===== config.mk =====
export PLATFORM = sky130hd
export DESIGN_NAME = gimbal_servo_pulse_generator_flat
export DESIGN_NICKNAME = d
export VERILOG_FILES = /design/src/hw/rtl/gsp_pkg.sv /design/src/hw/rtl/gsp_in_if.sv /design/src/hw/rtl/gsp_out_if.sv /design/src/hw/rtl/gsp_cfg_if.sv /design/src/hw/rtl/gsp_cfg_regs.sv /design/src/hw/rtl/gsp_servo_calc.sv /design/src/hw/rtl/gsp_chan_state.sv /design/src/hw/rtl/gimbal_servo_pulse_generator.sv /design/src/flat_wrapper.sv
export SDC_FILE = /design/constraint.sdc
export NUM_CORES = 1
export LEC_CHECK = 0
export ABC_AREA = 1
export BUFFER_PORTS_ARGS = -buffer_cell sky130_fd_sc_hd__buf_2
export CORE_ASPECT_RATIO = 0.9
export CORE_UTILIZATION = 55
export DETAILED_ROUTE_END_ITERATION = 10
export PLACE_DENSITY_LB_ADDON = 0.1
export SYNTH_ARGS = -nofsm -noshare
export SYNTH_HDL_FRONTEND = slang
export SYNTH_HIERARCHICAL = 1
export SYNTH_SLANG_ARGS = --single-unit

===== constraint.sdc =====
create_clock -name clk -period 19.8 [get_ports clk]
set_input_delay 3.96 -clock clk [delete_from_list [all_inputs] [get_ports clk]]
set_output_delay 3.96 -clock clk [all_outputs]
set_load 0.005 [all_outputs]

===== src/hw/rtl/gsp_pkg.sv =====
package gsp_pkg;

  // Configuration register indexes
  localparam int CFG_IDX_W = 3;
  localparam logic [CFG_IDX_W-1:0] REG_FRAME_SLOTS     = 3'd0;
  localparam logic [CFG_IDX_W-1:0] REG_INVERT_MASK     = 3'd1;
  localparam logic [CFG_IDX_W-1:0] REG_TILT_GAIN_PITCH = 3'd2;
  localparam logic [CFG_IDX_W-1:0] REG_LOWER_PITCH     = 3'd3;
  localparam logic [CFG_IDX_W-1:0] REG_UPPER_PITCH     = 3'd4;
  localparam logic [CFG_IDX_W-1:0] REG_TILT_GAIN_ROLL  = 3'd5;
  localparam logic [CFG_IDX_W-1:0] REG_LOWER_ROLL      = 3'd6;
  localparam logic [CFG_IDX_W-1:0] REG_UPPER_ROLL      = 3'd7;

  localparam int CFG_DATA_W = 8;

  // Timing constants
  localparam logic [10:0] SLOT_TICKS   = 11'd1757;
  localparam int          CENTER_PULSE = 937;
  localparam int          CENTER_VALUE = 512;
  localparam logic [15:0] PULSE_BIAS   = 16'(CENTER_PULSE - CENTER_VALUE);

  // Reset values
  localparam logic [5:0]  RST_FRAME_SLOTS = 6'd5;
  localparam logic [7:0]  RST_TILT_GAIN   = 8'd40;
  localparam logic [7:0]  RST_LOWER       = 8'd50;
  localparam logic [7:0]  RST_UPPER       = 8'd205;
  localparam logic [9:0]  RST_OFFSET      = 10'd508;
  localparam logic [15:0] RST_LOW_TICKS   = 16'd14063;
  localparam int          RST_CMP_STEP    = 10;

  localparam logic [0:0] CH_PITCH = 1'b0;
  localparam logic [0:0] CH_ROLL  = 1'b1;

  typedef struct packed {
    logic [7:0] gain;
    logic [7:0] lower;
    logic [7:0] upper;
    logic       add;
  } servo_cfg_t;

  typedef struct packed {
    logic [15:0] frame_ticks;
    servo_cfg_t  pitch;
    servo_cfg_t  roll;
  } cfg_t;

  // High-pulse math for one request
  typedef struct packed {
    logic [9:0]  offset;
    logic [15:0] ticks;
    logic [15:0] low_ticks;
    logic [7:0]  position;
  } calc_t;

  typedef struct packed {
    logic [15:0] phase_ticks;
    logic [15:0] next_compare;
    logic        pin_high;
    logic [7:0]  position;
  } result_t;

endpackage


===== src/hw/rtl/gsp_in_if.sv =====
interface gsp_in_if ();
  logic               valid;
  logic               ready;
  logic               channel;
  logic [7:0]         setpoint;
  logic signed [15:0] tilt_angle;

  modport source (output valid, channel, setpoint, tilt_angle, input ready);
  modport sink   (input valid, channel, setpoint, tilt_angle, output ready);
endinterface


===== src/hw/rtl/gsp_out_if.sv =====
interface gsp_out_if ();
  logic        valid;
  logic        ready;
  logic [15:0] phase_ticks;
  logic [15:0] next_compare;
  logic        pin_high;
  logic [7:0]  position;

  modport source (output valid, phase_ticks, next_compare, pin_high, position, input ready);
  modport sink   (input valid, phase_ticks, next_compare, pin_high, position, output ready);
endinterface


===== src/hw/rtl/gsp_cfg_if.sv =====
interface gsp_cfg_if import gsp_pkg::*; ();
  logic                  valid;
  logic                  ready;
  logic [CFG_IDX_W-1:0]  index;
  logic [CFG_DATA_W-1:0] data;

  modport source (output valid, index, data, input ready);
  modport sink   (input valid, index, data, output ready);
endinterface


===== src/hw/rtl/gsp_cfg_regs.sv =====
module gsp_cfg_regs import gsp_pkg::*; (
  input  logic           clk,
  input  logic           rst_n,
  gsp_cfg_if.sink        cfg_bus,
  output cfg_t           cfg
);

  cfg_t        cfg_r;
  logic [16:0] frame_prod;

  assign cfg_bus.ready = 1'b1;
  assign cfg           = cfg_r;

  // Keep the frame length in ticks ready, so no multiply sits in the request path
  assign frame_prod = 17'(SLOT_TICKS * cfg_bus.data[5:0]);

  always_ff @(posedge clk) begin
    if (!rst_n) begin
      cfg_r.frame_ticks <= 16'(SLOT_TICKS * RST_FRAME_SLOTS);
      cfg_r.pitch       <= '{gain: RST_TILT_GAIN, lower: RST_LOWER, upper: RST_UPPER, add: 1'b0};
      cfg_r.roll        <= '{gain: RST_TILT_GAIN, lower: RST_LOWER, upper: RST_UPPER, add: 1'b0};
    end else if (cfg_bus.valid) begin
      unique case (cfg_bus.index)
        REG_FRAME_SLOTS:     cfg_r.frame_ticks <= frame_prod[15:0];
        REG_INVERT_MASK: begin
          cfg_r.pitch.add <= cfg_bus.data[0];
          cfg_r.roll.add  <= cfg_bus.data[1];
        end
        REG_TILT_GAIN_PITCH: cfg_r.pitch.gain  <= cfg_bus.data;
        REG_LOWER_PITCH:     cfg_r.pitch.lower <= cfg_bus.data;
        REG_UPPER_PITCH:     cfg_r.pitch.upper <= cfg_bus.data;
        REG_TILT_GAIN_ROLL:  cfg_r.roll.gain   <= cfg_bus.data;
        REG_LOWER_ROLL:      cfg_r.roll.lower  <= cfg_bus.data;
        REG_UPPER_ROLL:      cfg_r.roll.upper  <= cfg_bus.data;
        default: ;
      endcase
    end
  end

endmodule


===== src/hw/rtl/gsp_servo_calc.sv =====
module gsp_servo_calc import gsp_pkg::*; (
  input  cfg_t               cfg,
  input  logic               channel,
  input  logic [9:0]         offset,
  input  logic [7:0]         setpoint,
  input  logic signed [15:0] tilt_angle,
  output calc_t              calc
);

  servo_cfg_t         sc;
  logic [11:0]        blend;
  logic [9:0]         off_new;
  logic signed [24:0] prod;
  logic signed [24:0] prod_adj;
  logic signed [24:0] quot;
  logic [15:0]        term;
  logic [15:0]        sum;
  logic signed [15:0] lo;
  logic signed [15:0] hi;
  logic signed [15:0] value;

  assign sc = (channel == CH_ROLL) ? cfg.roll : cfg.pitch;

  // Low-pass: (3*offset + 4*setpoint) / 4
  assign blend   = {2'b00, offset} + {1'b0, offset, 1'b0} + {2'b00, setpoint, 2'b00};
  assign off_new = blend[11:2];

  // Tilt term gain*4*angle/256, i.e. gain*angle/64 rounded toward zero
  assign prod     = $signed({1'b0, sc.gain}) * tilt_angle;
  assign prod_adj = prod[24] ? prod + 25'sd63 : prod;
  assign quot     = prod_adj >>> 6;
  assign term     = quot[15:0];

  assign sum = sc.add ? ({6'b0, off_new} + term) : ({6'b0, off_new} - term);

  assign lo = $signed({6'b0, sc.lower, 2'b00});
  assign hi = $signed({6'b0, sc.upper, 2'b00});

  // Lower limit is checked first: when the limits cross, a value below it takes the lower limit and any other the upper
  always_comb begin
    if ($signed(sum) < lo) begin
      value = lo;
    end else if ($signed(sum) > hi) begin
      value = hi;
    end else begin
      value = $signed(sum);
    end
  end

  assign calc.offset    = off_new;
  assign calc.ticks     = value + PULSE_BIAS;
  assign calc.low_ticks = cfg.frame_ticks - calc.ticks;
  assign calc.position  = value[9:2];

endmodule


===== src/hw/rtl/gsp_chan_state.sv =====
module gsp_chan_state import gsp_pkg::*; #(
  parameter int CHANNELS = 2
) (
  input  logic       clk,
  input  logic       rst_n,
  input  logic       upd,
  input  logic       channel,
  input  calc_t      calc,
  output logic [9:0] offset,
  output result_t    result
);

  localparam int IDX_W = (CHANNELS > 1) ? $clog2(CHANNELS) : 1;

  logic [9:0]  offset_r  [CHANNELS];
  logic [15:0] low_r     [CHANNELS];
  logic        level_r   [CHANNELS];
  logic [15:0] cmp_r     [CHANNELS];
  logic [7:0]  pos_r     [CHANNELS];
  logic [IDX_W-1:0] idx;
  logic [15:0] ticks;

  assign idx    = IDX_W'(channel);
  assign offset = offset_r[idx];

  // Level low: this match starts the high pulse
  assign ticks = level_r[idx] ? low_r[idx] : calc.ticks;

  assign result.phase_ticks  = ticks;
  assign result.next_compare = cmp_r[idx] + ticks;
  assign result.pin_high     = ~level_r[idx];
  assign result.position     = level_r[idx] ? pos_r[idx] : calc.position;

  always_ff @(posedge clk) begin
    if (!rst_n) begin
      for (int i = 0; i < CHANNELS; i++) begin
        offset_r[i] <= RST_OFFSET;
        low_r[i]    <= RST_LOW_TICKS;
        level_r[i]  <= 1'b0;
        cmp_r[i]    <= 16'(RST_CMP_STEP * (i + 1));
        pos_r[i]    <= 8'd0;
      end
    end else if (upd) begin
      if (!level_r[idx]) begin
        offset_r[idx] <= calc.offset;
        low_r[idx]    <= calc.low_ticks;
        pos_r[idx]    <= calc.position;
      end
      level_r[idx] <= ~level_r[idx];
      cmp_r[idx]   <= result.next_compare;
    end
  end

endmodule


===== src/hw/rtl/gimbal_servo_pulse_generator.sv =====
// Gimbal servo pulse generator.
// A request held in the input register moves on into the result register when that
//   is free or being drained. Throughput: one request per cycle unless the output stalls;
//   the input register, one pass of the pulse math and the result register form the whole
//   path, with channel state updated in that pass.
// Reset: synchronous, active low; restores flags, settings, per-channel state to defaults.
module gimbal_servo_pulse_generator import gsp_pkg::*; #(
  parameter int CHANNELS = 2
) (
  input  logic      clk,
  input  logic      rst_n,
  gsp_in_if.sink    in_bus,
  gsp_out_if.source out_bus,
  gsp_cfg_if.sink   cfg_bus
);

  cfg_t               cfg;
  calc_t              calc;
  result_t            result;
  result_t            out_r;
  logic [9:0]         offset;

  // Input register
  logic               s1_valid_r;
  logic               s1_channel_r;
  logic [7:0]         s1_setpoint_r;
  logic signed [15:0] s1_angle_r;

  logic               out_valid_r;
  logic               out_valid_nxt;
  logic               advance;
  logic               hit;

  gsp_cfg_regs u_cfg (
    .clk     (clk),
    .rst_n   (rst_n),
    .cfg_bus (cfg_bus),
    .cfg     (cfg)
  );

  gsp_servo_calc u_calc (
    .cfg        (cfg),
    .channel    (s1_channel_r),
    .offset     (offset),
    .setpoint   (s1_setpoint_r),
    .tilt_angle (s1_angle_r),
    .calc       (calc)
  );

  gsp_chan_state #(
    .CHANNELS (CHANNELS)
  ) u_state (
    .clk     (clk),
    .rst_n   (rst_n),
    .upd     (advance && hit),
    .channel (s1_channel_r),
    .calc    (calc),
    .offset  (offset),
    .result  (result)
  );

  // Drop requests on channels the build does not have
  assign hit = (int'(s1_channel_r) < CHANNELS);

  // Advance the held request once the result register is free or being drained
  assign advance      = s1_valid_r && (!out_valid_r || out_bus.ready);
  assign in_bus.ready = !s1_valid_r || advance;

  always_comb begin
    out_valid_nxt = out_valid_r;
    if (advance) begin
      out_valid_nxt = hit;
    end else if (out_bus.ready) begin
      out_valid_nxt = 1'b0;
    end
  end

  always_ff @(posedge clk) begin
    if (!rst_n) begin
      s1_valid_r  <= 1'b0;
      out_valid_r <= 1'b0;
    end else begin
      out_valid_r <= out_valid_nxt;
      if (in_bus.ready) begin
        s1_valid_r <= in_bus.valid;
      end
    end
  end

  // Payload registers: hold until the next stage takes them
  always_ff @(posedge clk) begin
    if (in_bus.ready && in_bus.valid) begin
      s1_channel_r  <= in_bus.channel;
      s1_setpoint_r <= in_bus.setpoint;
      s1_angle_r    <= in_bus.tilt_angle;
    end
    if (advance && hit) begin
      out_r <= result;
    end
  end

  assign out_bus.valid        = out_valid_r;
  assign out_bus.phase_ticks  = out_r.phase_ticks;
  assign out_bus.next_compare = out_r.next_compare;
  assign out_bus.pin_high     = out_r.pin_high;
  assign out_bus.position     = out_r.position;

endmodule


===== src/flat_wrapper.sv =====
// flat-port wrapper written by rule: the top's interface ports become plain ports
module gimbal_servo_pulse_generator_flat import gsp_pkg::*;
#(
  parameter int CHANNELS = 2
)
  (clk, rst_n, in_bus_valid, in_bus_channel, in_bus_setpoint, in_bus_tilt_angle, in_bus_ready, out_bus_valid, out_bus_phase_ticks, out_bus_next_compare, out_bus_pin_high, out_bus_position, out_bus_ready, cfg_bus_valid, cfg_bus_index, cfg_bus_data, cfg_bus_ready);
  gsp_in_if in_bus_i ();
  gsp_out_if out_bus_i ();
  gsp_cfg_if cfg_bus_i ();
  input  logic clk;
  input  logic rst_n;
  input wire logic [$bits(in_bus_i.valid)-1:0] in_bus_valid;
  input wire logic [$bits(in_bus_i.channel)-1:0] in_bus_channel;
  input wire logic [$bits(in_bus_i.setpoint)-1:0] in_bus_setpoint;
  input wire logic [$bits(in_bus_i.tilt_angle)-1:0] in_bus_tilt_angle;
  output wire logic [$bits(in_bus_i.ready)-1:0] in_bus_ready;
  output wire logic [$bits(out_bus_i.valid)-1:0] out_bus_valid;
  output wire logic [$bits(out_bus_i.phase_ticks)-1:0] out_bus_phase_ticks;
  output wire logic [$bits(out_bus_i.next_compare)-1:0] out_bus_next_compare;
  output wire logic [$bits(out_bus_i.pin_high)-1:0] out_bus_pin_high;
  output wire logic [$bits(out_bus_i.position)-1:0] out_bus_position;
  input wire logic [$bits(out_bus_i.ready)-1:0] out_bus_ready;
  input wire logic [$bits(cfg_bus_i.valid)-1:0] cfg_bus_valid;
  input wire logic [$bits(cfg_bus_i.index)-1:0] cfg_bus_index;
  input wire logic [$bits(cfg_bus_i.data)-1:0] cfg_bus_data;
  output wire logic [$bits(cfg_bus_i.ready)-1:0] cfg_bus_ready;
  assign in_bus_i.valid = in_bus_valid;
  assign in_bus_i.channel = in_bus_channel;
  assign in_bus_i.setpoint = in_bus_setpoint;
  assign in_bus_i.tilt_angle = in_bus_tilt_angle;
  assign in_bus_ready = in_bus_i.ready;
  assign out_bus_valid = out_bus_i.valid;
  assign out_bus_phase_ticks = out_bus_i.phase_ticks;
  assign out_bus_next_compare = out_bus_i.next_compare;
  assign out_bus_pin_high = out_bus_i.pin_high;
  assign out_bus_position = out_bus_i.position;
  assign out_bus_i.ready = out_bus_ready;
  assign cfg_bus_i.valid = cfg_bus_valid;
  assign cfg_bus_i.index = cfg_bus_index;
  assign cfg_bus_i.data = cfg_bus_data;
  assign cfg_bus_ready = cfg_bus_i.ready;
  gimbal_servo_pulse_generator #(.CHANNELS(CHANNELS)) u_core (.clk(clk), .rst_n(rst_n), .in_bus(in_bus_i), .out_bus(out_bus_i), .cfg_bus(cfg_bus_i));
endmodule

==> run metrics, run 1 <==
Ys Warns 6; Synth Area per Inst 7.70 um2; # resized after CTS 0; Yosys cell types 53; largest net degree at the start of global routing 67; TritonCTS Buffers 26; final antenna-violating net count 0; total wire length 51500 um; DP HPWL 40700 um; worst slew pin tran 0.819 ns; Hold WS 0.459 ns; routability cong. 0.944; setup violators final 0; worst hold path class reg -> reg; first-pass GRT wire length 84800 um; max cap viols 0; commonest non-fill, non-tap cell in the layout nand2_1; later-pin clock latency in the skew report 0.54 ns; Core Util, Final 0.604; placed cells 3244; H-tree levels 1; EDFF count, synth 166; number of synthesized register bits 236; CTS tree yes; DRC errors left 0; Hold-fix buffers, CTS 0; drt wl/cell 15.6 um; Post-CTS Repair Setup Buffers 0; diode count 0; TritonRoute pass-1 iters 5; worst clock skew 0.0241 ns; Sinks on Clock Net 236; Area Growth Syn to Fin 7.88%; slowest stage cell, crit path fa_1; IO Pins 85; top_reg_cell synth edfxtp_1; final hold vios 0; Vias/cell 5.21; status finished clean; critical path's most frequent cell nand2_1; grt ovf 0; Nets 3096; CP peak stage delay 0.59 ns; Max FO, Critical Path 31; most frequent cells in the layout 740 x nand2_1, 489 x inv_1, 287 x nor2_1; Buffers on Ports 83; GRT Resource Usage Total 0.271; RSZ-0062 raised after global routing false; Reg2Reg Depth 65; antenna violations before repair 0; vias in the first global route 16500; CP Capture Type flop; crit path DAT 12.91 ns; row count 67; core region area 37400 um2; clock-pin slew on the worst setup and hold paths 0.08 ns; Longest Clk Path Bufs 3; Initial Utilization 0.560; cell count after synthesis 2720; data required time at the worst endpoint 20.09 ns; synthesized cell area 20900 um2; Slew Limit Fails 0; Max Freq 79.2 MHz; ratio of final minimum period to clock period 0.637; routed via count 17100; sequential fraction of the synthesis area 0.305; post-synthesis async set-or-reset flop share 0; number of DRC markers in iteration 0 1217; hold path depth 2; Tmin final 12.62 ns; Setup CP Type reg -> reg; Die Height 187 um; die span in x 208 um; final std cells w/o fill 3292; die area 38900 um2; Root Buffer clkbuf_16; crit path launch type flop; worst slew margin relative to its limit 0.448; Setup TNS 0 ns; layout cells sized above 1 0.109
## layer usage
layer,routed length (um),part of all wire,global-route usage,up-vias
met3,2840,0.055,0.0292,37
met4,559,0.011,0.0387,0
met5,0,0,0,-
met2,22600,0.44,0.426,461
met1,25500,0.50,0.410,8045
li1,-,-,-,8606
## path summary, 6_finish.rpt
path / slack, ns / endpoint / from
min reg2reg: 0.46 / u_core/u_cfg/cfg[4]$_SDFFE_PN1P_ / u_core/u_cfg/cfg[4]$_SDFFE_PN1P_
max: 7.18 / u_core/u_state/cmp_r[0][13]$_SDFFCE_PN0P_ / u_core/s1_channel_r$_DFFE_PP_
min: 0.46 / u_core/u_cfg/cfg[4]$_SDFFE_PN1P_ / u_core/u_cfg/cfg[4]$_SDFFE_PN1P_
max reg2reg: 7.18 / u_core/u_state/cmp_r[0][13]$_SDFFCE_PN0P_ / u_core/s1_channel_r$_DFFE_PP_
## state kept, by name (all words and copies together), names as in the netlist, 2 cells and up
name,flops
u_core/u_state/offset_r,20
u_core/out_bus.phase_ticks,16
u_core/u_state/low_r,32
u_core/s1_angle_r,16
u_core/s1_setpoint_r,8
u_core/out_bus.position,8
u_core/u_state/level_r,2
u_core/u_cfg/cfg,66
u_core/u_state/cmp_r,32
u_core/out_bus.next_compare,16
u_core/u_state/pos_r,16
## cell families (layout without fill, tap and decap cells)
family / after synthesis / in the layout / share of synthesized area
other: 3 / 7 / 0.000538
buffers and inverters: 580 / 665 / 0.112
DFF: 236 / 236 / 0.305
and+or+nand+nor: 1378 / 1378 / 0.297
AOI/OAI and AO/OA: 194 / 194 / 0.0522
adders and majority gates: 266 / 266 / 0.207
xor gates and xnor gates: 50 / 50 / 0.0213
muxes: 13 / 13 / 0.00621
## cell type report
class	count	area (um2)
inverter	522	1970
sequential	236	6390
tap	483	604
clock inverter	16	184
timing repair buffer	95	505
clock buffer	32	694
multi-input combinational	1908	12200
fill	3440	14800
## cell usage after synthesis, types with 2 or more instances
cell	count	area, um2
nor2_2	15	93.8
buf_2	7	35.0
clkbuf_1	22	82.6
o21bai_1	6	45.0
fa_1	133	2660
a21oi_1	74	370
nor2_8	4	80.1
nand2_1	740	2780
nand3b_1	18	135
a21o_1	2	15.0
o21ai_2	3	26.3
nor2_1	287	1080
edfxtp_1	166	4980
o21ai_0	54	270
nand3_1	151	756
buf_1	4	15.0
buf_6	8	90.1
and2_1	6	37.5
buf_4	15	113
a31oi_1	22	138
nand2_4	7	78.8
inv_4	5	31.3
buf_8	2	30.0
or2_2	17	106
clkinv_1	3	11.3
a21oi_2	2	17.5
conb_1	3	11.3
nor2_4	25	282
inv_1	489	1840
xnor2_1	17	149
o21ai_1	18	90.1
ha_1	133	1660
dfxtp_1	70	1400
nand2_2	41	257
nor3_1	7	35.0
or2_1	5	31.3
xor2_1	32	280
nand4_1	30	188
a211oi_1	2	15.0
mux2i_1	13	130
o211ai_1	9	67.6
inv_2	25	93.8
or2_4	2	17.5
nand3_2	17	170
## metrics by stage
step                instance area, um2  worst slack (ns)
global placement                 21700              7.37
global route                     22600              6.14
CTS                              22600              7.21
floorplan                        21000              9.10
finish                           22600              7.18
detailed placement               21700              7.26
## worst max-delay path: cells and delay by family, from the launching register on
| family | cells | cell delay, ns |
|---|---|---|
| adders and majority gates | 10 | 3.87 |
| DFF | 1 | 0.33 |
| buffers and inverters | 11 | 1.62 |
| and+or+nand+nor | 31 | 4.00 |
| AOI/OAI and AO/OA | 12 | 2.24 |
| xor gates and xnor gates | 1 | 0.21 |
Power of run 1 is not shown: default switching activity piles up to over one toggle a cycle in this logic, so the estimate is an artifact.
==> run 2: changes to the inputs <==
Clock period 19.8 ns to 10.1 ns, I/O delays scaled along.
==> run 2 against run 1 <==
Compared with the run above: the flow now finishes with violations (setup timing); worst setup slack got worse by 7.3 ns; first-iteration DRC count rose by 10%; routed wire length rose by 10%; non-clock buffer count rose by 303; critical path type unchanged; critical endpoint is now u_core/out_bus.phase_ticks[9]$_DFFE_PP_; largest cell class unchanged.
==> run metrics, run 2 (synthesis gave the netlist of run 1 again) <==
TritonCTS Buffers 27 (+3.8%); ratio of final minimum period to clock period 1.01 (+0.377); DP HPWL 43000 um (+5.7%); Worst setup startpoint u_core/s1_channel_r$_DFFE_PP_; number of flip-flops in the largest register 66 (unchanged); final hold vios 0 (unchanged); final antenna-violating net count 0 (unchanged); data required time at the worst endpoint 10.41 ns (-9.68 ns); Vias/cell 5.21 (about the same); reg2reg end u_core/out_bus.phase_ticks[9]$_DFFE_PP_; largest net degree at the start of global routing 67 (unchanged); worst slew pin tran 0.890 ns (+0.0710 ns); Sinks on Clock Net 236 (unchanged); pre-CTS setup slack -0.498 ns (-7.76 ns); Hold-fix buffers, CTS 0 (unchanged); worst clock skew 0.0137 ns (-0.0104 ns); violated checks setup timing; H-tree levels 1 (unchanged); Initial Utilization 0.560 (unchanged); Area Growth Syn to Fin 27.0%; CP Depth 68 (+4.6%); setup violators final 35 (+35); commonest non-fill, non-tap cell in the layout nand2_1; routability cong. 0.957 (+1.4%); first-pass GRT wire length 89800 um (+5.9%); CTS tree yes; Slew Limit Fails 0 (unchanged); routed via count 18800 (+9.4%); crit path launch type flop; Buffers on Ports 83 (unchanged); total wire length 56800 um (+10%); Max Freq 97.6 MHz (+23%); Reg2Reg Depth 68 (+4.6%); later-pin clock latency in the skew report 0.55 ns (about the same); vias in the first global route 18100 (+9.9%); worst hold path class reg -> reg; critical path's most frequent cell buf_4; Setup CP Type reg -> reg; drt wl/cell 15.8 um (+0.97%); IO Pins 85 (unchanged); row count 67 (unchanged); die area 38900 um2 (unchanged); Longest Clk Path Bufs 3 (unchanged); CP peak stage delay 0.56 ns (-0.03 ns); status complete, but fails checks; Setup WS post-layout -0.150 ns (-7.33 ns); worst slew margin relative to its limit 0.407 (-0.0416); Max FO, Critical Path 7 (-77%); antenna violations before repair 0 (unchanged); Bufs and invs on worst path 21 (+10); Setup TNS -1.94 ns (-1.94 ns); reg2reg setup slack -0.15 ns (-7.33 ns); max cap viols 0 (unchanged); TritonRoute pass-1 iters 7 (+2); crit path DAT 10.56 ns (-2.35 ns); CP Capture Type flop; most frequent cells in the layout 647 x nand2_1, 447 x inv_1, 289 x buf_4; Root Buffer clkbuf_16; Tmin final 10.25 ns (-2.37 ns); clock-pin slew on the worst setup and hold paths 0.06 ns (-0.02 ns); grt ovf 0 (unchanged); DRC errors left 0 (unchanged); Die Height 187 um (unchanged); slowest stage cell, crit path fa_1; die span in x 208 um (unchanged); Worst R2R Start u_core/s1_channel_r$_DFFE_PP_; crit path to u_core/out_bus.phase_ticks[9]$_DFFE_PP_; Nets 3401 (+9.9%); Top delay family on crit path adder cells; diode count 0 (unchanged); layout cells sized above 1 0.289 (+0.180); GRT Resource Usage Total 0.286 (+0.0155); RSZ-0062 raised after global routing true; core region area 37400 um2 (unchanged); number of DRC markers in iteration 0 1344 (+10%)
## run 2: per-layer routing
layer / vias to the layer above / track usage / wire [um]
met5: - / 0 / 0
met4: 0 / 0.0504 / 1000
met3: 74 / 0.0428 / 3900
met2: 607 / 0.460 / 25500
met1: 8863 / 0.415 / 26400
li1: 9210 / - / -
## run 2: final cells by class
cell class	instances	area, um2
Tap cell	483	604
Clock buffer	34	713
Clock inverter	15	179
Timing Repair Buffer	398	2910
Inverter	522	1990
Multi-Input combinational cell	1909	13800
Fill cell	2946	10800
Sequential cell	236	6390
## run 2: worst min-delay path by stage
stage / depth (start not counted) / from / slack (ns) / to
2_1_floorplan: 2 / u_core/u_cfg/cfg[20]$_SDFFE_PN1P_ / 0.42 / u_core/u_cfg/cfg[20]$_SDFFE_PN1P_
3_3_place_gp: 2 / u_core/u_cfg/cfg[29]$_SDFFE_PN1P_ / 0.44 / u_core/u_cfg/cfg[29]$_SDFFE_PN1P_
3_5_place_dp: 2 / u_core/u_cfg/cfg[4]$_SDFFE_PN1P_ / 0.44 / u_core/u_cfg/cfg[4]$_SDFFE_PN1P_
4_1_cts: 2 / u_core/u_cfg/cfg[4]$_SDFFE_PN1P_ / 0.45 / u_core/u_cfg/cfg[4]$_SDFFE_PN1P_
5_1_grt: 2 / u_core/u_cfg/cfg[4]$_SDFFE_PN1P_ / 0.47 / u_core/u_cfg/cfg[4]$_SDFFE_PN1P_
6_report: 2 / u_core/u_cfg/cfg[4]$_SDFFE_PN1P_ / 0.45 / u_core/u_cfg/cfg[4]$_SDFFE_PN1P_
## run 2: timing repair
action | in CTS | in global routing
gates cloned | 2 | 0
pin swaps | 58 | 98
setup buffers | 45 | 27
gates resized for setup | 132 | 256
setup endpoints to repair | 61 | 71
## run 2: worst register-to-register path, delay by kind of cell, from the launching register on
kind,cells,cell delay [ns]
AO/OA/AOI/OAI,8,1.27
flip-flops,1,0.44
AND/OR/NAND/NOR,29,2.40
XOR/XNOR,2,0.34
buffers and inverters,21,2.27
adder cells (fa/ha/maj),8,3.33
## run 2: stage by stage
step / util / std cells / area [um2] / hold slack (ns)
floorplan: - / 2724 / 21000 / 0.421
global placement: 0.629 / 3477 / 23500 / 0.436
detailed placement: 0.629 / 3477 / 23500 / 0.437
CTS: 0.679 / 3572 / 25400 / 0.452
global route: 0.711 / 3597 / 26600 / 0.470
finish: 0.711 / 3597 / 26600 / 0.455
Power of run 2 is left out for the same reason.
